$ cat config.mk
export PLATFORM = sky130hd
export DESIGN_NAME = sorted_timer_queue
export DESIGN_NICKNAME = d
export VERILOG_FILES = /design/src/design/stq_pkg.sv /design/src/design/sorted_timer_queue.sv /design/src/design/stq_ram.sv /design/src/design/stq_lead.sv /design/src/design/stq_emit.sv
export SDC_FILE = /design/constraint.sdc
export NUM_CORES = 2
export LEC_CHECK = 0
export BUFFER_PORTS_ARGS = -buffer_cell sky130_fd_sc_hd__buf_2
export CAP_MARGIN = 10
export CORE_ASPECT_RATIO = 1.75
export CORE_MARGIN = 4
export CORE_UTILIZATION = 23
export CTS_CLUSTER_SIZE = 28
export DETAILED_ROUTE_END_ITERATION = 12
export GPL_TIMING_DRIVEN = 1
export SLEW_MARGIN = 10
export SYNTH_ARGS = -nofsm -noshare
export SYNTH_HDL_FRONTEND = slang
export SYNTH_SLANG_ARGS = --single-unit
$ cat constraint.sdc
create_clock -name clk -period 21.9 [get_ports clk]
set_input_delay 2.19 -clock clk [delete_from_list [all_inputs] [get_ports clk]]
set_output_delay 2.19 -clock clk [all_outputs]
set_load 0.03 [all_outputs]
$ cat src/design/stq_pkg.sv
// types, codes and constants shared by the sorted timer queue
`default_nettype none

package stq_pkg;

  localparam int unsigned TIME_W  = 48;
  localparam int unsigned IVL_W   = 32;
  localparam int unsigned ID_W    = 8;
  localparam int unsigned DELAY_W = 31;
  localparam int unsigned LEAD_W  = 20;
  localparam int unsigned MAX_RES = 32;
  localparam int unsigned RES_CW  = 6;

  localparam logic [LEAD_W-1:0]  LEAD_RST  = 20'd100;
  localparam logic [TIME_W-1:0]  TIME_MAX  = 48'hFFFF_FFFF_FFFF;
  localparam logic [DELAY_W-1:0] DELAY_MAX = 31'h7FFF_FFFF;

  localparam logic OP_ADD  = 1'b0;
  localparam logic OP_TICK = 1'b1;

  localparam logic [1:0] KIND_FIRED = 2'd0;
  localparam logic [1:0] KIND_ALARM = 2'd1;
  localparam logic [1:0] KIND_FULL  = 2'd2;

  typedef struct packed {
    logic              op;
    logic [ID_W-1:0]   timer_id;
    logic [TIME_W-1:0] when_us;
    logic [IVL_W-1:0]  interval_us;
    logic [TIME_W-1:0] now_us;
  } in_t;

  typedef struct packed {
    logic [1:0]         kind;
    logic [ID_W-1:0]    fired_id;
    logic [DELAY_W-1:0] delay_us;
    logic               last;
  } out_t;

  // one table entry
  typedef struct packed {
    logic [TIME_W-1:0] expiry;
    logic [IVL_W-1:0]  interval;
    logic [ID_W-1:0]   handle;
  } entry_t;

  // expired timer kept for re-insertion
  typedef struct packed {
    logic [IVL_W-1:0] interval;
    logic [ID_W-1:0]  handle;
  } xent_t;

  // request from the sequencer to the result stage
  typedef struct packed {
    logic valid;
    logic fin;
    out_t res;
  } emit_req_t;

  typedef enum logic [3:0] {
    S_IDLE,
    S_FULL,
    S_PLACE,
    S_I_RD,
    S_I_EV,
    S_I_LAST,
    S_SC_CHK,
    S_SC_EV,
    S_CP_CHK,
    S_CP_WR,
    S_R_CHK,
    S_R_EV,
    S_DONE
  } state_t;

endpackage

`default_nettype wire

$ cat src/design/sorted_timer_queue.sv
// sorted timer queue: timers kept in expiry order in one ram, scanned entry by entry with a
// read state and an evaluate state; an add shifts later entries up to place the new one; a tick
// scans and fires expired entries, compacts the table, then puts each repeating timer back by
// the same placement and drops each one-shot, all through the single table read port; one
// item is in work at a time, results leave through a pending stage and an output register
// reset is synchronous: live count cleared, minimum lead back to 100 us, table contents
// undefined and never read before written
`default_nettype none

module sorted_timer_queue #(
  parameter int unsigned SLOTS = 16
) (
  input  wire logic                       clk,
  input  wire logic                       rst_n,
  input  wire logic                       in_valid,
  output logic                            in_ready,
  input  wire stq_pkg::in_t               in_data,
  output logic                            out_valid,
  input  wire logic                       out_ready,
  output stq_pkg::out_t                   out_data,
  input  wire logic                       cfg_valid,
  output logic                            cfg_ready,
  input  wire logic [stq_pkg::LEAD_W-1:0] cfg_data
);

  localparam int unsigned AW = $clog2(SLOTS);
  localparam int unsigned CW = $clog2(SLOTS + 1);
  localparam int unsigned EW = $bits(stq_pkg::entry_t);
  localparam int unsigned XW = $bits(stq_pkg::xent_t);

  stq_pkg::state_t               state_r, state_nxt;
  logic [CW-1:0]                 live_r, live_nxt;
  logic [CW-1:0]                 k_r, k_nxt;
  logic [CW-1:0]                 idx_r, idx_nxt;
  logic [CW-1:0]                 j_r, j_nxt;
  logic                          op_r, op_nxt;
  logic [stq_pkg::TIME_W-1:0]    now_r, now_nxt;
  stq_pkg::entry_t               ins_r, ins_nxt;
  logic [stq_pkg::LEAD_W-1:0]    min_lead_r;

  logic                          tbl_we, tbl_re;
  logic [AW-1:0]                 tbl_waddr, tbl_raddr;
  stq_pkg::entry_t               tbl_wdata;
  logic [EW-1:0]                 tbl_rbits;
  stq_pkg::entry_t               tbl_q;
  logic                          xq_we, xq_re;
  logic [AW-1:0]                 xq_waddr, xq_raddr;
  stq_pkg::xent_t                xq_wdata;
  logic [XW-1:0]                 xq_rbits;
  stq_pkg::xent_t                xq_q;

  stq_pkg::emit_req_t            emit;
  logic                          grant;
  logic [stq_pkg::DELAY_W-1:0]   delay_w;

  logic [CW-1:0]                 idx_inc, idx_dec, cp_dst;
  logic [stq_pkg::TIME_W:0]      re_sum;
  logic [stq_pkg::TIME_W-1:0]    re_exp;
  logic                          place_ret_add;

  assign tbl_q     = stq_pkg::entry_t'(tbl_rbits);
  assign xq_q      = stq_pkg::xent_t'(xq_rbits);
  assign idx_inc   = idx_r + CW'(1);
  assign idx_dec   = idx_r - CW'(1);
  assign cp_dst    = idx_r - k_r;
  assign re_sum    = {1'b0, now_r} + (stq_pkg::TIME_W + 1)'(xq_q.interval);
  assign re_exp    = re_sum[stq_pkg::TIME_W] ? stq_pkg::TIME_MAX : re_sum[stq_pkg::TIME_W-1:0];
  assign place_ret_add = (op_r == stq_pkg::OP_ADD);
  assign in_ready  = (state_r == stq_pkg::S_IDLE);
  assign cfg_ready = 1'b1;

  stq_ram #(.WIDTH(EW), .DEPTH(SLOTS)) u_table (
    .clk   (clk),
    .we    (tbl_we),
    .waddr (tbl_waddr),
    .wdata (tbl_wdata),
    .re    (tbl_re),
    .raddr (tbl_raddr),
    .rdata (tbl_rbits)
  );

  stq_ram #(.WIDTH(XW), .DEPTH(SLOTS)) u_expired (
    .clk   (clk),
    .we    (xq_we),
    .waddr (xq_waddr),
    .wdata (xq_wdata),
    .re    (xq_re),
    .raddr (xq_raddr),
    .rdata (xq_rbits)
  );

  stq_lead u_lead (
    .clk      (clk),
    .expiry   (ins_r.expiry),
    .now      (now_r),
    .min_lead (min_lead_r),
    .delay_r  (delay_w)
  );

  stq_emit u_emit (
    .clk       (clk),
    .rst_n     (rst_n),
    .req       (emit),
    .grant     (grant),
    .out_valid (out_valid),
    .out_ready (out_ready),
    .out_data  (out_data)
  );

  always_comb begin
    state_nxt = state_r;
    live_nxt  = live_r;
    k_nxt     = k_r;
    idx_nxt   = idx_r;
    j_nxt     = j_r;
    op_nxt    = op_r;
    now_nxt   = now_r;
    ins_nxt   = ins_r;
    tbl_we    = 1'b0;
    tbl_waddr = idx_inc[AW-1:0];
    tbl_wdata = ins_r;
    tbl_re    = 1'b0;
    tbl_raddr = idx_r[AW-1:0];
    xq_we     = 1'b0;
    xq_waddr  = k_r[AW-1:0];
    xq_wdata  = '{interval: tbl_q.interval, handle: tbl_q.handle};
    xq_re     = 1'b0;
    xq_raddr  = j_r[AW-1:0];
    emit      = '0;
    unique case (state_r)
      stq_pkg::S_IDLE: begin
        if (in_valid) begin
          op_nxt  = in_data.op;
          now_nxt = in_data.now_us;
          ins_nxt = '{expiry: in_data.when_us, interval: in_data.interval_us,
                      handle: in_data.timer_id};
          k_nxt   = '0;
          if (in_data.op == stq_pkg::OP_TICK) begin
            state_nxt = stq_pkg::S_SC_CHK;
          end else if (live_r >= CW'(SLOTS)) begin
            state_nxt = stq_pkg::S_FULL;
          end else begin
            state_nxt = stq_pkg::S_PLACE;
          end
        end
      end
      stq_pkg::S_FULL: begin
        emit.valid        = 1'b1;
        emit.res.kind     = stq_pkg::KIND_FULL;
        emit.res.fired_id = ins_r.handle;
        if (grant) begin
          state_nxt = stq_pkg::S_DONE;
        end
      end
      stq_pkg::S_PLACE: begin
        if (live_r == '0) begin
          state_nxt = stq_pkg::S_I_LAST;
        end else begin
          idx_nxt   = live_r - CW'(1);
          state_nxt = stq_pkg::S_I_RD;
        end
      end
      stq_pkg::S_I_RD: begin
        tbl_re    = 1'b1;
        state_nxt = stq_pkg::S_I_EV;
      end
      stq_pkg::S_I_EV: begin
        tbl_we = 1'b1;
        // later entries move up one place; equal expiries stay ahead of the new one
        if (tbl_q.expiry > ins_r.expiry) begin
          tbl_wdata = tbl_q;
          if (idx_r == '0) begin
            state_nxt = stq_pkg::S_I_LAST;
          end else begin
            idx_nxt   = idx_dec;
            state_nxt = stq_pkg::S_I_RD;
          end
        end else begin
          live_nxt  = live_r + CW'(1);
          state_nxt = place_ret_add ? stq_pkg::S_DONE : stq_pkg::S_R_CHK;
        end
      end
      stq_pkg::S_I_LAST: begin
        // new head: program the alarm
        emit.valid        = 1'b1;
        emit.res.kind     = stq_pkg::KIND_ALARM;
        emit.res.delay_us = delay_w;
        if (grant) begin
          tbl_we    = 1'b1;
          tbl_waddr = '0;
          live_nxt  = live_r + CW'(1);
          state_nxt = place_ret_add ? stq_pkg::S_DONE : stq_pkg::S_R_CHK;
        end
      end
      stq_pkg::S_SC_CHK: begin
        if (k_r < live_r) begin
          tbl_re    = 1'b1;
          tbl_raddr = k_r[AW-1:0];
          state_nxt = stq_pkg::S_SC_EV;
        end else begin
          idx_nxt   = k_r;
          state_nxt = stq_pkg::S_CP_CHK;
        end
      end
      stq_pkg::S_SC_EV: begin
        if (tbl_q.expiry <= now_r) begin
          emit.valid        = 1'b1;
          emit.res.kind     = stq_pkg::KIND_FIRED;
          emit.res.fired_id = tbl_q.handle;
          if (grant) begin
            xq_we     = 1'b1;
            k_nxt     = k_r + CW'(1);
            state_nxt = stq_pkg::S_SC_CHK;
          end
        end else begin
          idx_nxt   = k_r;
          state_nxt = stq_pkg::S_CP_CHK;
        end
      end
      stq_pkg::S_CP_CHK: begin
        if (idx_r < live_r) begin
          tbl_re    = 1'b1;
          state_nxt = stq_pkg::S_CP_WR;
        end else begin
          live_nxt  = live_r - k_r;
          j_nxt     = '0;
          state_nxt = stq_pkg::S_R_CHK;
        end
      end
      stq_pkg::S_CP_WR: begin
        tbl_we    = 1'b1;
        tbl_waddr = cp_dst[AW-1:0];
        tbl_wdata = tbl_q;
        idx_nxt   = idx_inc;
        state_nxt = stq_pkg::S_CP_CHK;
      end
      stq_pkg::S_R_CHK: begin
        if (j_r < k_r) begin
          xq_re     = 1'b1;
          state_nxt = stq_pkg::S_R_EV;
        end else begin
          state_nxt = stq_pkg::S_DONE;
        end
      end
      stq_pkg::S_R_EV: begin
        j_nxt = j_r + CW'(1);
        if (xq_q.interval != '0 && live_r < CW'(SLOTS)) begin
          ins_nxt   = '{expiry: re_exp, interval: xq_q.interval, handle: xq_q.handle};
          state_nxt = stq_pkg::S_PLACE;
        end else begin
          state_nxt = stq_pkg::S_R_CHK;
        end
      end
      stq_pkg::S_DONE: begin
        emit.valid = 1'b1;
        emit.fin   = 1'b1;
        if (grant) begin
          state_nxt = stq_pkg::S_IDLE;
        end
      end
      default: begin
        state_nxt = stq_pkg::S_IDLE;
      end
    endcase
  end

  always_ff @(posedge clk) begin
    if (!rst_n) begin
      state_r <= stq_pkg::S_IDLE;
      live_r  <= '0;
    end else begin
      state_r <= state_nxt;
      live_r  <= live_nxt;
    end
  end

  always_ff @(posedge clk) begin
    if (!rst_n) begin
      min_lead_r <= stq_pkg::LEAD_RST;
    end else if (cfg_valid) begin
      min_lead_r <= cfg_data;
    end
  end

  always_ff @(posedge clk) begin
    k_r   <= k_nxt;
    idx_r <= idx_nxt;
    j_r   <= j_nxt;
    op_r  <= op_nxt;
    now_r <= now_nxt;
    ins_r <= ins_nxt;
  end

  a_live_bound: assert property (@(posedge clk) disable iff (!rst_n)
    live_r <= CW'(SLOTS))
    else $error("live count beyond table size");

  a_write_in_range: assert property (@(posedge clk) disable iff (!rst_n)
    tbl_we |-> (CW'(tbl_waddr) <= live_r))
    else $error("table write beyond the live entries");

  a_accept_busy: assert property (@(posedge clk) disable iff (!rst_n)
    (in_valid && in_ready) |=> (state_r != stq_pkg::S_IDLE))
    else $error("accepted transaction not taken into work");

  a_emit_in_work: assert property (@(posedge clk) disable iff (!rst_n)
    emit.valid |-> (state_r != stq_pkg::S_IDLE))
    else $error("result requested while idle");

endmodule

`default_nettype wire

$ cat src/design/stq_ram.sv
// simple dual-port synchronous ram, one write and one registered read
`default_nettype none

module stq_ram #(
  parameter int unsigned WIDTH = 88,
  parameter int unsigned DEPTH = 16
) (
  input  wire logic                     clk,
  input  wire logic                     we,
  input  wire logic [$clog2(DEPTH)-1:0] waddr,
  input  wire logic [WIDTH-1:0]         wdata,
  input  wire logic                     re,
  input  wire logic [$clog2(DEPTH)-1:0] raddr,
  output logic      [WIDTH-1:0]         rdata
);

  logic [WIDTH-1:0] mem [DEPTH];

  always_ff @(posedge clk) begin
    if (we) begin
      mem[waddr] <= wdata;
    end
  end

  // read data holds while re is low
  always_ff @(posedge clk) begin
    if (re) begin
      rdata <= mem[raddr];
    end
  end

endmodule

`default_nettype wire

$ cat src/design/stq_lead.sv
// alarm delay: expiry minus now, floored at the minimum lead, saturated to 31 bits
`default_nettype none

module stq_lead (
  input  wire logic                          clk,
  input  wire logic [stq_pkg::TIME_W-1:0]    expiry,
  input  wire logic [stq_pkg::TIME_W-1:0]    now,
  input  wire logic [stq_pkg::LEAD_W-1:0]    min_lead,
  output logic      [stq_pkg::DELAY_W-1:0]   delay_r
);

  logic [stq_pkg::TIME_W:0]     diff;
  logic [stq_pkg::TIME_W-1:0]   ahead;
  logic [stq_pkg::DELAY_W-1:0]  delay_nxt;

  always_comb begin
    diff  = {1'b0, expiry} - {1'b0, now};
    // borrow or zero means already due
    ahead = diff[stq_pkg::TIME_W] ? '0 : diff[stq_pkg::TIME_W-1:0];
    priority if (ahead < stq_pkg::TIME_W'(min_lead)) begin
      delay_nxt = stq_pkg::DELAY_W'(min_lead);
    end else if (ahead > stq_pkg::TIME_W'(stq_pkg::DELAY_MAX)) begin
      delay_nxt = stq_pkg::DELAY_MAX;
    end else begin
      delay_nxt = ahead[stq_pkg::DELAY_W-1:0];
    end
  end

  always_ff @(posedge clk) begin
    delay_r <= delay_nxt;
  end

endmodule

`default_nettype wire

$ cat src/design/stq_emit.sv
// result stage: holds one pending result so the final one can carry last
`default_nettype none

module stq_emit (
  input  wire logic               clk,
  input  wire logic               rst_n,
  input  wire stq_pkg::emit_req_t req,
  output logic                    grant,
  output logic                    out_valid,
  input  wire logic               out_ready,
  output stq_pkg::out_t           out_data
);

  logic                       out_valid_r, out_valid_nxt;
  stq_pkg::out_t              out_data_r, out_data_nxt;
  logic                       pend_vld_r, pend_vld_nxt;
  stq_pkg::out_t              pend_r, pend_nxt;
  logic [stq_pkg::RES_CW-1:0] cnt_r, cnt_nxt;
  logic                       out_free;
  logic                       drop;

  assign out_free  = !out_valid_r || out_ready;
  assign drop      = cnt_r >= stq_pkg::RES_CW'(stq_pkg::MAX_RES);
  assign out_valid = out_valid_r;
  assign out_data  = out_data_r;

  always_comb begin
    out_valid_nxt = out_valid_r;
    out_data_nxt  = out_data_r;
    pend_vld_nxt  = pend_vld_r;
    pend_nxt      = pend_r;
    cnt_nxt       = cnt_r;
    grant         = 1'b0;
    if (out_valid_r && out_ready) begin
      out_valid_nxt = 1'b0;
    end
    if (req.valid) begin
      if (req.fin) begin
        grant = !pend_vld_r || out_free;
        if (grant) begin
          if (pend_vld_r) begin
            out_data_nxt      = pend_r;
            out_data_nxt.last = 1'b1;
            out_valid_nxt     = 1'b1;
          end
          pend_vld_nxt = 1'b0;
          cnt_nxt      = '0;
        end
      end else begin
        grant = drop || !pend_vld_r || out_free;
        // past the result cap the request is granted and dropped
        if (grant && !drop) begin
          if (pend_vld_r) begin
            out_data_nxt      = pend_r;
            out_data_nxt.last = 1'b0;
            out_valid_nxt     = 1'b1;
          end
          pend_nxt     = req.res;
          pend_vld_nxt = 1'b1;
          cnt_nxt      = cnt_r + stq_pkg::RES_CW'(1);
        end
      end
    end
  end

  always_ff @(posedge clk) begin
    if (!rst_n) begin
      out_valid_r <= 1'b0;
      pend_vld_r  <= 1'b0;
      cnt_r       <= '0;
    end else begin
      out_valid_r <= out_valid_nxt;
      pend_vld_r  <= pend_vld_nxt;
      cnt_r       <= cnt_nxt;
    end
  end

  always_ff @(posedge clk) begin
    out_data_r <= out_data_nxt;
    pend_r     <= pend_nxt;
  end

endmodule

`default_nettype wire
# Word level (Yosys, flattened, before mapping)
# Memories as Yosys holds them, arrays and structs flattened. A register that Yosys moved wholly into a read port is not among the register bits.
# Cells that the tools add are included.
# totals
inputBits	162
ff_bits	303
n_memories	2
elab_cells	191
mem_bits_rw	2048
output_inout_bits	45
# op_classes
n_lt_le_gt_ge	10
bitwise_logic	1
n_eq_ne	28
muxes	84
reduce_logical	32
addsub	11
# mem_list
memory	depth	word_bits	rd	rd_clocked_by_memory_dff	wr	line	source
u_table.mem	16	88	1	1	1	stq_ram.sv:17	logic [WIDTH-1:0] mem [DEPTH];
u_expired.mem	16	40	1	1	1	stq_ram.sv:17	
# ops
cell	count
$pmux W88 S2	2
$mux W88	3
$mux W42	5
$mux W48	2
$mux W5	12
$pmux W4 S13	1
$add A48 B32 Y49	1
$sub A48 B48 Y49	1
$gt A48 B31 Y1 const B	1
$gt A48 B48 Y1	1
$le A48 B48 Y1	1
$lt A48 B20 Y1	1
$mux W4	12
$reduce_bool A32 Y1	1
$mux W31	1
$ne A2 B2 Y1 const B	14
$pmux W5 S5	1
$mux W1	24
$add A5 B1 Y5 const B	4
$eq A4 B4 Y1 const B	5
$mux W20	1
$pmux W5 S2	2
$mux W6	3
$eq A4 B3 Y1 const B	4
37 further kinds	63

# Depth between registers and ports, before layout
# depth
depth_word	10
depth_mapped	26
ltp_nobuf	24

# By module
# A second synthesis with hierarchy kept.
# unflattened
hier_cells	5689
area_unflattened_um2	103048.8
# modules_own_cells
mod	area_per_inst_um2	seq_area_each_um2	cells_each	n_inst
stq_ram at u_table	55235.5	44923.1	2256	1
stq_ram at u_expired	25532.0	20419.6	1040	1
sorted_timer_queue	13882.1	5144.9	1496	1
stq_lead	5440.2	620.6	760	1
stq_emit	2959.1	2652.5	137	1

# Least setup slack after synthesis
# OpenSTA, ideal clock, no wires.
# synth_path
kind	register to register
from	reg state_r[3]
to	reg ins_r[0] (netlist name) (enable)
stages_incl_launch_ff	7
setup_ps	656
period_less_slack_ps	8309
setup_slack_ps	13591
required_time_ps	21244
n_path_buf	2
arrival_time_ps	7653
path_cell_list	dfxtp_1 > clkbuf_1 > inv_1 > nor2_1 > nand3_1 > clkbuf_1 > o21ai_0
# synth_between
elab_chain_len	3
word_cells_on_any_way	6
classes_between	3 x eq/ne; 3 x reduce/logical
# synth_lines
element	line	source
start, declared	sorted_timer_queue.sv:31	stq_pkg::state_t state_r, state_nxt;
start signal, assigned	sorted_timer_queue.sv:269	state_r <= stq_pkg::S_IDLE;
start signal, assigned	sorted_timer_queue.sv:272	state_r <= state_nxt;
$eq A4 B4 Y1 or $logic_not A4 Y1 (tied branches)	sorted_timer_queue.sv:130	unique case (state_r)
$ne A2 B2 Y1 (no source line) or $reduce_bool A2 Y1 (tied branches)	n/a	
$reduce_and A3 Y1 (no source line) *	n/a	
end signal, assigned	sorted_timer_queue.sv:291	ins_r <= ins_nxt;
end, declared	sorted_timer_queue.sv:38	stq_pkg::entry_t ins_r, ins_nxt;
# Every way passes the cells marked *; elsewhere a longest branch is shown, timed or not.
# A chain may end at the register's enable or synchronous reset.

# Worst setup path after layout
# layout_path
from	reg k_r[1]
to	reg u_table.rdata[16] (read register of u_table.mem) (data pin)
# layout_between
elab_chain_len	3
word_cells_on_any_way	5
classes_between	1 x order compare; 4 x mux
# layout_lines
element	line	source
start, declared	sorted_timer_queue.sv:33	logic [CW-1:0] k_r, k_nxt;
start signal, assigned	sorted_timer_queue.sv:286	k_r <= k_nxt;
$lt A5 B5 Y1	sorted_timer_queue.sv:196	if (k_r < live_r) begin
$mux W1 or $mux W4 (tied branches)	sorted_timer_queue.sv:196	
$pmux W1 S3 or $mux W4 (tied branches)	sorted_timer_queue.sv:130	
end, declared	stq_ram.sv:14	output logic [WIDTH-1:0] rdata
# Several ways; a longest one is shown, not always the timed one.

==> impl_results.md <==
* Slew HR at 0.146
* Initial antenna violation count at 12
* Final period utilization at 0.329
* Crit path from: k_r[1]$_SDFFCE_PN0P_
* Seq. cell area at around 0.074 mm2
* Gp weighted congestion at 0.863
* Final Power at about 14 mW
* First-pass GRT wire length at 433000 um
* Vias in the first global route at 59900
* Cells along the critical path: inv_1 > ha_1 > nor2b_1 > o21ai_0 > a21boi_1 > o21a_1 > o22ai_1 > nor3_2 > buf_4 > mux2i_4 > buf_4 > buf_4 > buf_4 > buf_4 > mux4_2 > a22oi_1 > o31ai_1
* Worst R2R Path Depth at 17
* Syn Nets at around 6700
* Maximum clock path buffer count at 4
* Worst-Skew Late Latency at roughly 0.9 ns
* Met2 Usage GRT at 0.233
* Cell variety after synth at 88
* Register area share after synthesis at 0.717
* Most used routing layer: met2
* Post-route clock skew at 0.110 ns
* RSZ-0062 raised after global routing: false
* DP Wirelength at 188000 um
* Area leader, netlist: edfxtp_1
* Setup Fix Bufs, Post-CTS at 0
* Clock transition at path regs at 0.08 ns
* Synth top area share at 0.704
* Post-Syn Area per Cell at 16.2 um2
* Final hold slack at 0.381 ns
* Num CTS Buffers at 199
* CP endpoint: u_table.rdata[16]$_DFFE_PP_
* Worst slack, placed at ~15 ns
* Post-CTS sizing at 0
* Yosys reg bits at 2479
* # IOs at 207
* Pin count of the biggest net entering global routing at 157
* Initial Util at 0.231
* H-tree depth at 4
* Synthesized cell area at 0.103 mm2
* Crit Path Class: reg -> reg
* Via/cell ratio at 4.65
* DP Cell Count at 12200
* Fin nets at between 6000 and 7000
* Gr ovfl total at 0
* Post-route ant nets at 0
* TritonRoute pass-1 iters at 10
* Post-synth EDFFs at about 2400
* CP max FO at 86
* Outcome: finished clean
* Routed len/inst at 24.3 um
* Number of synthesis warnings at 0
* Leakage at 38.2 nW
* PortBufs at around 210
* CTS tree: yes
* FF-to-FF End: u_table.rdata[16]$_DFFE_PP_
* Core area at 0.445 mm2
* Top FF cell, synth: edfxtp_1
* Total negative slack at 0 ns
* Via count at roughly 60000
* Initial DRC count at 5438
* CTS Hold Buffers Added at 0
* Crit path required time at approximately 23 ns
* Final Max Tran Viols at 0
* Reg2Reg Setup Slack at 14.70 ns
* Multi-input gate area at between 0.02 and 0.03 mm2
* Final setup fails at 0
* Top post-synthesis cells by count: 2411 x edfxtp_1, 787 x nand2_1, 406 x nand3_1
* Layout cells sized above 1 at 0.177
* Row cnt at between 300 and 400
* Fillers at 44700
* Final Hold Viols at 0
* Max-cap check violation count at 0
* Worst r2r src: k_r[1]$_SDFFCE_PN0P_
* GR Util All Layers at 0.128
* Critical Path Source Type: flip-flop
* Layout Cells excl Fill at 12600
* Clock Tree Root: clkbuf_16
* Met3 usage at 0.0147
* Met1 usage at 0.144
* Slowest-stage cell, CP: buf_4
* Max Freq at 139 MHz
* Min-Delay Path Class: reg -> reg
* Post-synthesis cell count at 6337
* Max IR drop VDD at 0.0864 mV
* Pwr/cell area at 119 mW/mm2
* Crit path DAT at about 7.8 ns
* Chip Height at 893 um
* Final WS setup at 14.70 ns
* Final WL at 307000 um
* Die area at around 0.46 mm2
* Largest cells by area after synthesis: edfxtp_1 70%, mux4_2 8.2%, nand2_1 2.9%
* Clock sinks at 2479
* Kind of end point of the critical path: flip-flop
* Cell mode on critical path: buf_4
* Slew of the pin with the lowest slew margin at ~1.3 ns
* Synth async-reset ratio at 0
* Die width at just over 500 um
* Most common cell in the netlist: edfxtp_1
* Post-route DRC at 0
* Minimum clock period at a little over 7 ns
* Area Growth Syn to Fin at 14.5%
* Worst path max stage delay at between 0.9 and 1 ns
## worst max-delay path, delay by kind of cell, from the launching register on
| kind | cells | cell delay (ns) |
|---|---|---|
| simple gates | 2 | 0.19 |
| mux | 2 | 0.60 |
| buf+inv | 6 | 3.87 |
| compound gates | 6 | 1.13 |
| flops | 1 | 0.59 |
| fa+ha+maj | 1 | 0.34 |
## logic make-up (layout without fill, tap and decap cells)
group / count (synthesis) / after routing / synth area share
flip-flops: 2479 / 2479 / 0.717
AND/OR/NAND/NOR: 1725 / 1725 / 0.0766
AO/OA/AOI/OAI: 847 / 847 / 0.0578
multiplexers: 491 / 491 / 0.0946
buffers and inverters: 480 / 848 / 0.0186
adder cells (fa/ha/maj): 227 / 227 / 0.0279
XOR/XNOR: 87 / 87 / 0.00741
other: 1 / 30 / 0.0000365
## state kept, by name, indices dropped and copies added, names as in the netlist
| signal | count |
|---|---|
| u_table.mem | 1408 |
| u_expired.mem | 640 |
| ins_r | 88 |
| u_table.rdata | 88 |
| now_r | 48 |
| u_emit.out_data | 42 |
| u_emit.pend_r | 41 |
| u_expired.rdata | 40 |
| u_lead.delay_r | 31 |
| min_lead_r | 20 |
| u_emit.cnt_r | 6 |
| idx_r | 5 |
| j_r | 5 |
| k_r | 5 |
| live_r | 5 |
| state_r | 4 |
| op_r | 1 |
| u_emit.out_valid | 1 |
| u_emit.pend_vld_r | 1 |
## cells in the final DEF, fill, tap and decap left out, types with 27 or more instances in the layout
cell type / count
edfxtp_1: 2411
nand2_1: 785
nand3_1: 405
mux4_2: 376
ha_1: 223
buf_2: 205
clkbuf_16: 203
a21oi_1: 164
inv_1: 159
nor2_1: 142
buf_4: 125
and2_1: 114
a211oi_1: 104
a22oi_1: 95
o31ai_1: 90
mux2_2: 87
o21ai_0: 85
a21o_1: 83
dfxtp_1: 68
xnor2_1: 60
nand4_1: 50
and3_1: 45
o22a_1: 44
clkinv_2: 40
nor3_1: 35
nor2_4: 33
diode_2: 29
clkbuf_1: 28
xor2_1: 27
## power breakdown
part	leakage, nW	switching, mW	total (mW)	internal, mW
Sequential	22.3	0.296	6.36	6.07
Combinational	12.8	2.68	4.01	1.34
Clock	3.09	1.70	3.61	1.91
## layer usage
layer	routed length [um]	share of wire
met3	16600	0.054
met5	7	0.000023
met1	112000	0.36
met4	20700	0.067
met2	158000	0.51
## how the worst min path moves through the flow
stage / depth (start not counted) / slack (ns) / end / from
CTS: 0 / 0.36 / u_emit.out_data[25]$_DFFE_PP_ / u_emit.pend_r[25]$_SDFFCE_PN0P_
global route: 0 / 0.37 / u_emit.out_data[25]$_DFFE_PP_ / u_emit.pend_r[25]$_SDFFCE_PN0P_
finish: 0 / 0.38 / u_emit.out_data[25]$_DFFE_PP_ / u_emit.pend_r[25]$_SDFFCE_PN0P_
floorplan: 0 / 0.40 / u_emit.out_data[10]$_DFFE_PP_ / u_emit.pend_r[10]$_SDFFCE_PN0P_
global placement: 0 / 0.40 / u_emit.out_data[7]$_DFFE_PP_ / u_emit.pend_r[7]$_SDFFCE_PN0P_
detailed placement: 0 / 0.40 / u_emit.out_data[13]$_DFFE_PP_ / u_emit.pend_r[13]$_SDFFCE_PN0P_
## per-stage QoR
| step | instance area [um2] | util |
|---|---|---|
| floorplan | 103000 | - |
| global placement | 111000 | 0.250 |
| global route | 118000 | 0.264 |
| detailed placement | 111000 | 0.250 |
| CTS | 118000 | 0.264 |
| finish | 118000 | 0.265 |
## cell type report
cell class	instances	area share
clock buffers	231	0.0440
inverters	161	0.00513
flip-flops and latches	2479	0.626
repair buffers	333	0.0172
multi-input cells	3378	0.234
clock inverters	123	0.00995
well taps	5868	0.0624
diodes	29	0.000616
Power figures use the tool's default switching activity.
